<file path="config.mk">
export PLATFORM = sky130hd
export DESIGN_NAME = pulse_output_bank_unit_flat
export DESIGN_NICKNAME = d
export VERILOG_FILES = /design/src/hdl/pob_pkg.sv /design/src/hdl/pob_if.sv /design/src/hdl/pulse_output_bank_unit.sv /design/src/hdl/pob_ram.sv /design/src/flat_wrapper.sv
export SDC_FILE = /design/constraint.sdc
export NUM_CORES = 1
export LEC_CHECK = 0
export BUFFER_PORTS_ARGS = -buffer_cell sky130_fd_sc_hd__buf_2
export CORE_UTILIZATION = 25
export CTS_CLUSTER_DIAMETER = 100
export DETAILED_ROUTE_END_ITERATION = 10
export PLACE_DENSITY = 0.4
export SYNTH_ARGS = -nofsm -noshare
export SYNTH_HDL_FRONTEND = slang
export SYNTH_SLANG_ARGS = --single-unit
</file>
<file path="constraint.sdc">
create_clock -name clk_i -period 5.85 [get_ports clk_i]
set_input_delay 0.2925 -clock clk_i [delete_from_list [all_inputs] [get_ports clk_i]]
set_output_delay 0.2925 -clock clk_i [all_outputs]
set_load 0.005 [all_outputs]
</file>
<file path="src/hdl/pob_pkg.sv">
package pob_pkg;

  // field widths of one request and one result
  localparam int unsigned ActionW = 3;
  localparam int unsigned ChanW   = 3;
  localparam int unsigned DurW    = 16;
  localparam int unsigned ViewW   = 8;

  // defaults for the top level parameters
  localparam int unsigned NumOutputsDef = 8;
  localparam int unsigned CountBitsDef  = 16;

  typedef enum logic [ActionW-1:0] {
    ActTick   = 3'd0,
    ActSet    = 3'd1,
    ActGet    = 3'd2,
    ActToggle = 3'd3,
    ActPulse  = 3'd4
  } action_e;

  typedef enum logic [2:0] {
    StIdle   = 3'b001,
    StTick   = 3'b010,
    StResult = 3'b100
  } state_e;

endpackage

</file>
<file path="src/hdl/pob_if.sv">
// request channel: one action per request
interface pob_req_if import pob_pkg::*; ();
  logic               valid;
  logic               ready;
  logic [ActionW-1:0] action;
  logic [ChanW-1:0]   channel;
  logic               level;
  logic [DurW-1:0]    duration;

  modport source (output valid, action, channel, level, duration, input ready);
  modport sink   (input valid, action, channel, level, duration, output ready);
endinterface

// result channel: state of the bank after the action
interface pob_rsp_if import pob_pkg::*; ();
  logic             valid;
  logic             ready;
  logic             read_level;
  logic [ViewW-1:0] pin_levels;
  logic [ViewW-1:0] pulses_active;

  modport source (output valid, read_level, pin_levels, pulses_active, input ready);
  modport sink   (input valid, read_level, pin_levels, pulses_active, output ready);
endinterface

</file>
<file path="src/hdl/pulse_output_bank_unit.sv">
// Bank of NUM_OUTPUTS output pins, each with a polarity invert bit (invert mask,
// written through cfg_we_i / cfg_wdata_i) and a one-shot pulse countdown of
// COUNT_BITS bits held in a small RAM. Every request yields one result holding
// the logical level of the addressed channel and the pin and countdown-active
// views of channels 0..7. Set, get, toggle and pulse requests go from idle to
// the result step and back to idle, where the next request is accepted; a tick
// first walks the counter RAM one channel per cycle through its single read
// port and writes each decremented value back in the next cycle. A nonzero flag
// per channel in flip-flops marks the live counters, so the RAM needs no
// clearing after reset. A result waiting in the output register does not
// stop the next request from being accepted.
module pulse_output_bank_unit import pob_pkg::*; #(
  parameter int unsigned NUM_OUTPUTS = NumOutputsDef,
  parameter int unsigned COUNT_BITS  = CountBitsDef
) (
  input  logic             clk_i,
  input  logic             rst_ni,
  pob_req_if.sink          req_i,
  pob_rsp_if.source        rsp_o,
  input  logic             cfg_we_i,
  input  logic [ViewW-1:0] cfg_wdata_i
);

  localparam int unsigned IdxW   = (NUM_OUTPUTS > 1) ? $clog2(NUM_OUTPUTS) : 1;
  localparam int unsigned WalkW  = $clog2(NUM_OUTPUTS + 1);
  localparam int unsigned ExtW   = (NUM_OUTPUTS > ViewW) ? NUM_OUTPUTS : ViewW;
  localparam int unsigned SatW   = (COUNT_BITS > DurW) ? COUNT_BITS : DurW;

  state_e                 state_q, state_d;
  logic [WalkW-1:0]       walk_q, walk_d;
  logic                   rd_vld_q, rd_vld_d;
  logic [IdxW-1:0]        rd_idx_q, rd_idx_d;
  logic [ChanW-1:0]       ch_q, ch_d;
  logic [NUM_OUTPUTS-1:0] pin_q, pin_d;
  logic [NUM_OUTPUTS-1:0] nz_q, nz_d;
  logic [ViewW-1:0]       inv_q;
  logic                   out_vld_q, out_vld_d;
  logic                   out_rl_q;
  logic [ViewW-1:0]       out_pin_q, out_act_q;

  logic                  ram_we, ram_re;
  logic [IdxW-1:0]       ram_waddr, ram_raddr;
  logic [COUNT_BITS-1:0] ram_wdata, ram_rdata, dec_cnt, sat_cnt;
  logic [SatW-1:0]       dur_ext;

  logic             accept, out_load;
  logic             in_present, res_present, res_level;
  logic [IdxW-1:0]  in_idx, res_idx, walk_idx;
  logic [ExtW-1:0]  pin_ext, act_ext;

  pob_ram #(
    .WIDTH (COUNT_BITS),
    .DEPTH (NUM_OUTPUTS)
  ) u_cnt_ram (
    .clk_i   (clk_i),
    .we_i    (ram_we),
    .waddr_i (ram_waddr),
    .wdata_i (ram_wdata),
    .re_i    (ram_re),
    .raddr_i (ram_raddr),
    .rdata_o (ram_rdata)
  );

  // request decode
  assign accept     = req_i.valid && req_i.ready;
  assign in_present = 32'(req_i.channel) < NUM_OUTPUTS;
  assign in_idx     = IdxW'(req_i.channel);
  assign walk_idx   = walk_q[IdxW-1:0];
  assign dec_cnt    = ram_rdata - COUNT_BITS'(1);

  // pulse length, saturated to the counter range
  assign dur_ext = SatW'(req_i.duration);
  assign sat_cnt = (dur_ext > SatW'({COUNT_BITS{1'b1}})) ? {COUNT_BITS{1'b1}}
                                                         : COUNT_BITS'(dur_ext);

  assign req_i.ready = (state_q == StIdle);

  // sequencer: actions, tick walk and result hand-off
  always_comb begin
    state_d   = state_q;
    walk_d    = walk_q;
    rd_vld_d  = rd_vld_q;
    rd_idx_d  = rd_idx_q;
    ch_d      = ch_q;
    pin_d     = pin_q;
    nz_d      = nz_q;
    ram_we    = 1'b0;
    ram_waddr = rd_idx_q;
    ram_wdata = dec_cnt;
    ram_re    = 1'b0;
    ram_raddr = walk_idx;
    out_load  = 1'b0;
    case (state_q)
      StIdle: begin
        if (accept) begin
          ch_d = req_i.channel;
          if (req_i.action == ActTick) begin
            state_d  = StTick;
            walk_d   = '0;
            rd_vld_d = 1'b0;
          end else begin
            state_d = StResult;
            if (in_present) begin
              case (req_i.action)
                ActSet: begin
                  pin_d[in_idx] = req_i.level ^ inv_q[req_i.channel];
                end
                ActToggle: begin
                  pin_d[in_idx] = ~pin_q[in_idx];
                end
                ActPulse: begin
                  if (!nz_q[in_idx]) begin
                    pin_d[in_idx] = ~pin_q[in_idx];
                  end
                  ram_we        = 1'b1;
                  ram_waddr     = in_idx;
                  ram_wdata     = sat_cnt;
                  nz_d[in_idx]  = (req_i.duration != '0);
                end
                default: begin
                end
              endcase
            end
          end
        end
      end
      StTick: begin
        // write back the counter read in the previous cycle
        if (rd_vld_q) begin
          ram_we = 1'b1;
          if (dec_cnt == '0) begin
            nz_d[rd_idx_q]  = 1'b0;
            pin_d[rd_idx_q] = ~pin_q[rd_idx_q];
          end
        end
        // read the next live counter
        if (walk_q < WalkW'(NUM_OUTPUTS)) begin
          ram_re   = nz_q[walk_idx];
          rd_vld_d = nz_q[walk_idx];
          rd_idx_d = walk_idx;
          walk_d   = walk_q + WalkW'(1);
        end else begin
          rd_vld_d = 1'b0;
          state_d  = StResult;
        end
      end
      StResult: begin
        if (!out_vld_q || rsp_o.ready) begin
          out_load = 1'b1;
          state_d  = StIdle;
        end
      end
      default: begin
        state_d = StIdle;
      end
    endcase
  end

  // result fields from the updated state
  assign res_present = 32'(ch_q) < NUM_OUTPUTS;
  assign res_idx     = IdxW'(ch_q);
  assign res_level   = res_present ? (pin_q[res_idx] ^ inv_q[ch_q]) : 1'b0;
  assign pin_ext     = ExtW'(pin_q);
  assign act_ext     = ExtW'(nz_q);

  always_comb begin
    out_vld_d = out_vld_q;
    if (out_load) begin
      out_vld_d = 1'b1;
    end else if (rsp_o.ready) begin
      out_vld_d = 1'b0;
    end
  end

  // control and bank state
  always_ff @(posedge clk_i or negedge rst_ni) begin
    if (!rst_ni) begin
      state_q   <= StIdle;
      walk_q    <= '0;
      rd_vld_q  <= 1'b0;
      pin_q     <= '0;
      nz_q      <= '0;
      inv_q     <= '0;
      out_vld_q <= 1'b0;
    end else begin
      state_q   <= state_d;
      walk_q    <= walk_d;
      rd_vld_q  <= rd_vld_d;
      pin_q     <= pin_d;
      nz_q      <= nz_d;
      out_vld_q <= out_vld_d;
      if (cfg_we_i) begin
        inv_q <= cfg_wdata_i;
      end
    end
  end

  // payload registers
  always_ff @(posedge clk_i) begin
    rd_idx_q <= rd_idx_d;
    ch_q     <= ch_d;
    if (out_load) begin
      out_rl_q  <= res_level;
      out_pin_q <= pin_ext[ViewW-1:0];
      out_act_q <= act_ext[ViewW-1:0];
    end
  end

  assign rsp_o.valid         = out_vld_q;
  assign rsp_o.read_level    = out_rl_q;
  assign rsp_o.pin_levels    = out_pin_q;
  assign rsp_o.pulses_active = out_act_q;

  // write-back and next read never hit the same counter
  a_no_rmw_overlap: assert property (@(posedge clk_i) disable iff (!rst_ni)
    (ram_we && ram_re) |-> (ram_waddr != ram_raddr))
    else $error("counter write and read collide");

  // a nonzero pulse on a present channel marks its counter live
  a_pulse_live: assert property (@(posedge clk_i) disable iff (!rst_ni)
    (accept && req_i.action == ActPulse && in_present && req_i.duration != '0)
      |=> nz_q[$past(in_idx)])
    else $error("pulse did not mark counter live");

  // a result only appears after the sequencer reaches its result step
  a_result_origin: assert property (@(posedge clk_i) disable iff (!rst_ni)
    $rose(out_vld_q) |-> $past(state_q == StResult))
    else $error("result raised outside result step");

  // no request is taken while a tick walk runs
  a_tick_blocks: assert property (@(posedge clk_i) disable iff (!rst_ni)
    (state_q == StTick) |-> !req_i.ready)
    else $error("request accepted during tick walk");

endmodule

</file>
<file path="src/hdl/pob_ram.sv">
module pob_ram #(
  parameter int unsigned WIDTH = 16,
  parameter int unsigned DEPTH = 8,
  localparam int unsigned AddrW = (DEPTH > 1) ? $clog2(DEPTH) : 1
) (
  input  logic             clk_i,
  input  logic             we_i,
  input  logic [AddrW-1:0] waddr_i,
  input  logic [WIDTH-1:0] wdata_i,
  input  logic             re_i,
  input  logic [AddrW-1:0] raddr_i,
  output logic [WIDTH-1:0] rdata_o
);

  logic [WIDTH-1:0] mem_q [DEPTH];
  logic [WIDTH-1:0] rdata_q;

  // one write port, one registered read port
  always_ff @(posedge clk_i) begin
    if (we_i) begin
      mem_q[waddr_i] <= wdata_i;
    end
    if (re_i) begin
      rdata_q <= mem_q[raddr_i];
    end
  end

  assign rdata_o = rdata_q;

endmodule

</file>
<file path="src/flat_wrapper.sv">
// flat-port wrapper written by rule: the top's interface ports become plain ports
module pulse_output_bank_unit_flat import pob_pkg::*;
#(
  parameter int unsigned NUM_OUTPUTS = NumOutputsDef,
  parameter int unsigned COUNT_BITS  = CountBitsDef
)
  (clk_i, rst_ni, cfg_we_i, cfg_wdata_i, req_i_valid, req_i_action, req_i_channel, req_i_level, req_i_duration, req_i_ready, rsp_o_valid, rsp_o_read_level, rsp_o_pin_levels, rsp_o_pulses_active, rsp_o_ready);
  pob_req_if req_i_i ();
  pob_rsp_if rsp_o_i ();
  input  logic clk_i;
  input  logic rst_ni;
  input  logic cfg_we_i;
  input  logic [ViewW-1:0] cfg_wdata_i;
  input wire logic [$bits(req_i_i.valid)-1:0] req_i_valid;
  input wire logic [$bits(req_i_i.action)-1:0] req_i_action;
  input wire logic [$bits(req_i_i.channel)-1:0] req_i_channel;
  input wire logic [$bits(req_i_i.level)-1:0] req_i_level;
  input wire logic [$bits(req_i_i.duration)-1:0] req_i_duration;
  output wire logic [$bits(req_i_i.ready)-1:0] req_i_ready;
  output wire logic [$bits(rsp_o_i.valid)-1:0] rsp_o_valid;
  output wire logic [$bits(rsp_o_i.read_level)-1:0] rsp_o_read_level;
  output wire logic [$bits(rsp_o_i.pin_levels)-1:0] rsp_o_pin_levels;
  output wire logic [$bits(rsp_o_i.pulses_active)-1:0] rsp_o_pulses_active;
  input wire logic [$bits(rsp_o_i.ready)-1:0] rsp_o_ready;
  assign req_i_i.valid = req_i_valid;
  assign req_i_i.action = req_i_action;
  assign req_i_i.channel = req_i_channel;
  assign req_i_i.level = req_i_level;
  assign req_i_i.duration = req_i_duration;
  assign req_i_ready = req_i_i.ready;
  assign rsp_o_valid = rsp_o_i.valid;
  assign rsp_o_read_level = rsp_o_i.read_level;
  assign rsp_o_pin_levels = rsp_o_i.pin_levels;
  assign rsp_o_pulses_active = rsp_o_i.pulses_active;
  assign rsp_o_i.ready = rsp_o_ready;
  pulse_output_bank_unit #(.NUM_OUTPUTS(NUM_OUTPUTS), .COUNT_BITS(COUNT_BITS)) u_core (.clk_i(clk_i), .rst_ni(rst_ni), .req_i(req_i_i), .rsp_o(rsp_o_i), .cfg_we_i(cfg_we_i), .cfg_wdata_i(cfg_wdata_i));
endmodule
</file>
==> run summary <==
Int Pwr - 2.554 mW
HPWL after detailed placement - 15,900 µm
TritonCTS clock tree - yes
Pleak - 3.372 nW
Fin Setup TNS - 0 ns
clock-pin slew of the registers on the worst-case setup and hold paths - 0.08 ns
Ys Warns - 0
# DRC - 0
# rows - 68
syn_area_per_cell - 15.05 µm²
routed vias/inst - 4.789
GR Overflow Total - 0
cell count after synthesis - 592
remaining antenna violation count - 0
Final Net Count - 684
net count after synthesis - 631
Tot GR Track Use - 0.1306
worst path cell trace - nor3b_1 > nand2_1 > nor2_2 > and3_1 > a31oi_1 > o2bb2ai_2
Final Hold Vio Count - 0
ys flop type - edfxtp_1
min Tclk post-route - 3.902 ns
status - complete, no violations
min-delay worst type - in -> reg
RSZ-0062 raised after global routing - no
post-synthesis adder-cell area fraction - 0.004213
router iterations before antenna repair - 5
dpl cells - 1,080
root buffer selected by CTS - clkbuf_16
Multi-input gate area - 2955 µm²
vias in the first global route - 5,476
CTS buffer count - 17
Largest stage delay, worst path - 0.90 ns
H-tree depth - 4
Core Region - 34,800 µm²
worst-margin pin slew - 1.154 ns
most frequent cells in the layout - edfxtp_1 (167), buf_2 (54), nand2_1 (49)
Die W - 190.8 µm
# port buffers - 54
Yosys cell types - 64
switching share of power - 0.2871
Critical Path End Type - flip-flop
Pwr Density - 347.5 nW/µm²
Clock Path Buffers - 2
Post-Place Worst Slack - 1.988 ns
WS Path Type - reg -> reg
commonest non-fill, non-tap cell in the layout - edfxtp_1
initial antenna violation count - 0
initial drt markers - 488
largest family of logic cells by synthesized area - multiplexers
Antenna Cells - 0
detailed-route wire length - 22,620 µm
Slowest cell on crit path - o2bb2ai_2
worst path required time - 5.91 ns
DIE AREA - 36,400 µm²
simple-gate share of the synthesized area - 0.09367
Fmax - 256.3 MHz
Final Skew - 0.01810 ns
Clk Latency, worst-skew pair - 0.44 ns
Slew HR - 0.2306
Clk pwr share - 0.324
Final Cycle Share - 0.6670
drt wl/cell - 20.32 µm
FILL cells - 3,434
hold_buf cts - 1
post_cts resized - 0
Synth Area in XOR/XNOR - 0.01475
Vias - 5,330
Post-Syn Area - 8910 µm²
Synth Register Bits - 200
Critical Path AT - 3.96 ns
Setup crit start kind - flip-flop
WP buf/inv - 0
Compound-Gate Fraction of Synth Area - 0.07148
area delta synth->final - 15.73%
routability cong. - 0.8111
clk sinks - 200
Final WS setup - 1.948 ns
first-pass GRT wire length - 34,600 µm
Initial Util - 0.2560
postcts setup bufs - 0
Final Max Tran Viols - 0
Post-synth EDFFs - 167
FF/Latch Area - 5843 µm²
Die Y - 190.8 µm
Async SR Flop Fraction - 0.1650
Max VDD drop - 0.2567 mV
sequential share of the synthesized area - 0.6557
Max FO, Critical Path - 28
share of cells above drive strength 1 - 0.2644
multiplexer share of the synthesized area - 0.1420
max-cap violations - 0
largest net degree at the start of global routing - 39
delay-heaviest family, CP - simple AND/OR/NAND/NOR gates
post-route insts no fill - 1,113
io pins - 55
sequential share of power - 0.500
Net Sw Power - 1.028 mW
Combinational Power Share - 0.176
final setup fails - 0
## power groups by stage
stage | Clock, mW | Combinational [mW] | Sequential (mW)
after floorplan | 0 | 0.483 | 1.75
after global placement | 0 | 0.637 | 1.82
after detailed placement | 0 | 0.637 | 1.83
after CTS | 1.20 | 0.642 | 1.79
after global routing | 1.26 | 0.690 | 1.81
final | 1.16 | 0.630 | 1.79
## routing by layer
layer / GRT usage / routed length [µm] / vias to the layer above
met3: 0.02668 / 1000 / 12
met2: 0.1965 / 10390 / 125
met4: 0.03969 / 261 / 0
li1: - / - / 2425
met1: 0.1874 / 10970 / 2768
met5: 0 / 0 / -
## final timing paths
kind	depth (start not counted)	from	slack (ns)	end
hold / removal	2	cfg_wdata_i[7]	0.08	u_core.inv_q[7]
max in group asynchronous	2	rst_ni	4.79	u_core.walk_q[0]
setup reg to reg	6	u_core.state_q[0]	1.95	u_core.u_cnt_ram.mem_q[6][9]
setup / recovery	6	u_core.state_q[0]	1.95	u_core.u_cnt_ram.mem_q[6][9]
hold reg to reg	0	u_core.act_ext[6]	0.52	u_core.rsp_o.pulses_active[6]
min in group asynchronous	2	rst_ni	0.48	u_core.pin_ext[0]
## state kept, by name (all words and copies together), names as in the netlist, 3 cells and up
name,cells
u_core.rsp_o.pin_levels,8
u_core.pin_ext,8
u_core.rd_idx_q,3
u_core.u_cnt_ram.rdata_o,16
u_core.inv_q,8
u_core.state_q,3
u_core.u_cnt_ram.mem_q,128
u_core.act_ext,8
u_core.walk_q,4
u_core.rsp_o.pulses_active,8
u_core.ch_q,3
## synth_stat cells (all sizes together), types with 2 or more instances
cell type | count | area, µm²
or4b | 2 | 20.02
inv | 16 | 60.06
buf | 11 | 52.55
nand2 | 49 | 183.9
xnor2 | 5 | 43.79
a21oi | 15 | 75.07
nor3b | 2 | 15.01
o311a | 2 | 20.02
ha | 3 | 37.54
mux2i | 6 | 60.06
edfxtp | 167 | 5015
clkbuf | 13 | 50.04
nand2b | 7 | 51.30
nand4 | 3 | 18.77
nor4 | 7 | 43.79
or4 | 3 | 26.27
nor2 | 43 | 161.4
a31oi | 7 | 43.79
mux4 | 40 | 900.9
mux2 | 27 | 304.0
o211ai | 2 | 20.02
and3 | 6 | 37.54
o2bb2ai | 2 | 17.52
dfrtp | 32 | 800.8
nor3 | 11 | 66.32
and2 | 6 | 37.54
or3 | 4 | 25.02
nor2b | 4 | 25.02
o21bai | 2 | 15.01
a211oi | 3 | 22.52
nand3 | 9 | 45.04
o21ai | 34 | 188.9
o31ai | 2 | 15.01
a41oi | 2 | 17.52
nor4b | 2 | 17.52
nand3b | 2 | 15.01
a22o | 2 | 17.52
xor2 | 10 | 87.58
o22ai | 15 | 93.84
## stage by stage
step	cell area [µm²]	power [mW]	utilization	hold WS, ns
finish	10310	3.583	0.2963	0.07797
global route	10310	3.757	0.2963	0.05965
CTS	10310	3.639	0.2963	0.04956
detailed placement	9721	2.462	0.2793	0.4440
global placement	9721	2.460	0.2793	0.4300
floorplan	8910	2.236	-	-0.003091
## layout make-up
class	count	area share
multi-input combinational	352	0.2866
inverter	16	0.005825
sequential	200	0.5667
timing repair buffer	58	0.02937
clock inverter	15	0.01505
clock buffer	17	0.04126
tap	455	0.05521
## cells by family after synthesis
family                   after synthesis
flip-flops                           200
multiplexers                          73
buffers and inverters                 40
AND/OR/NAND/NOR                      165
adder cells (fa/ha/maj)                3
XOR/XNOR                              15
AO/OA/AOI/OAI                         96
## worst register-to-register path: stages (launching register included)
cell	delay (ns)
dfstp_2	0.58
nor3b_1	0.56
nand2_1	0.21
nor2_2	0.79
and3_1	0.35
a31oi_1	0.11
o2bb2ai_2	0.90
(Power assumes the default switching activity.)
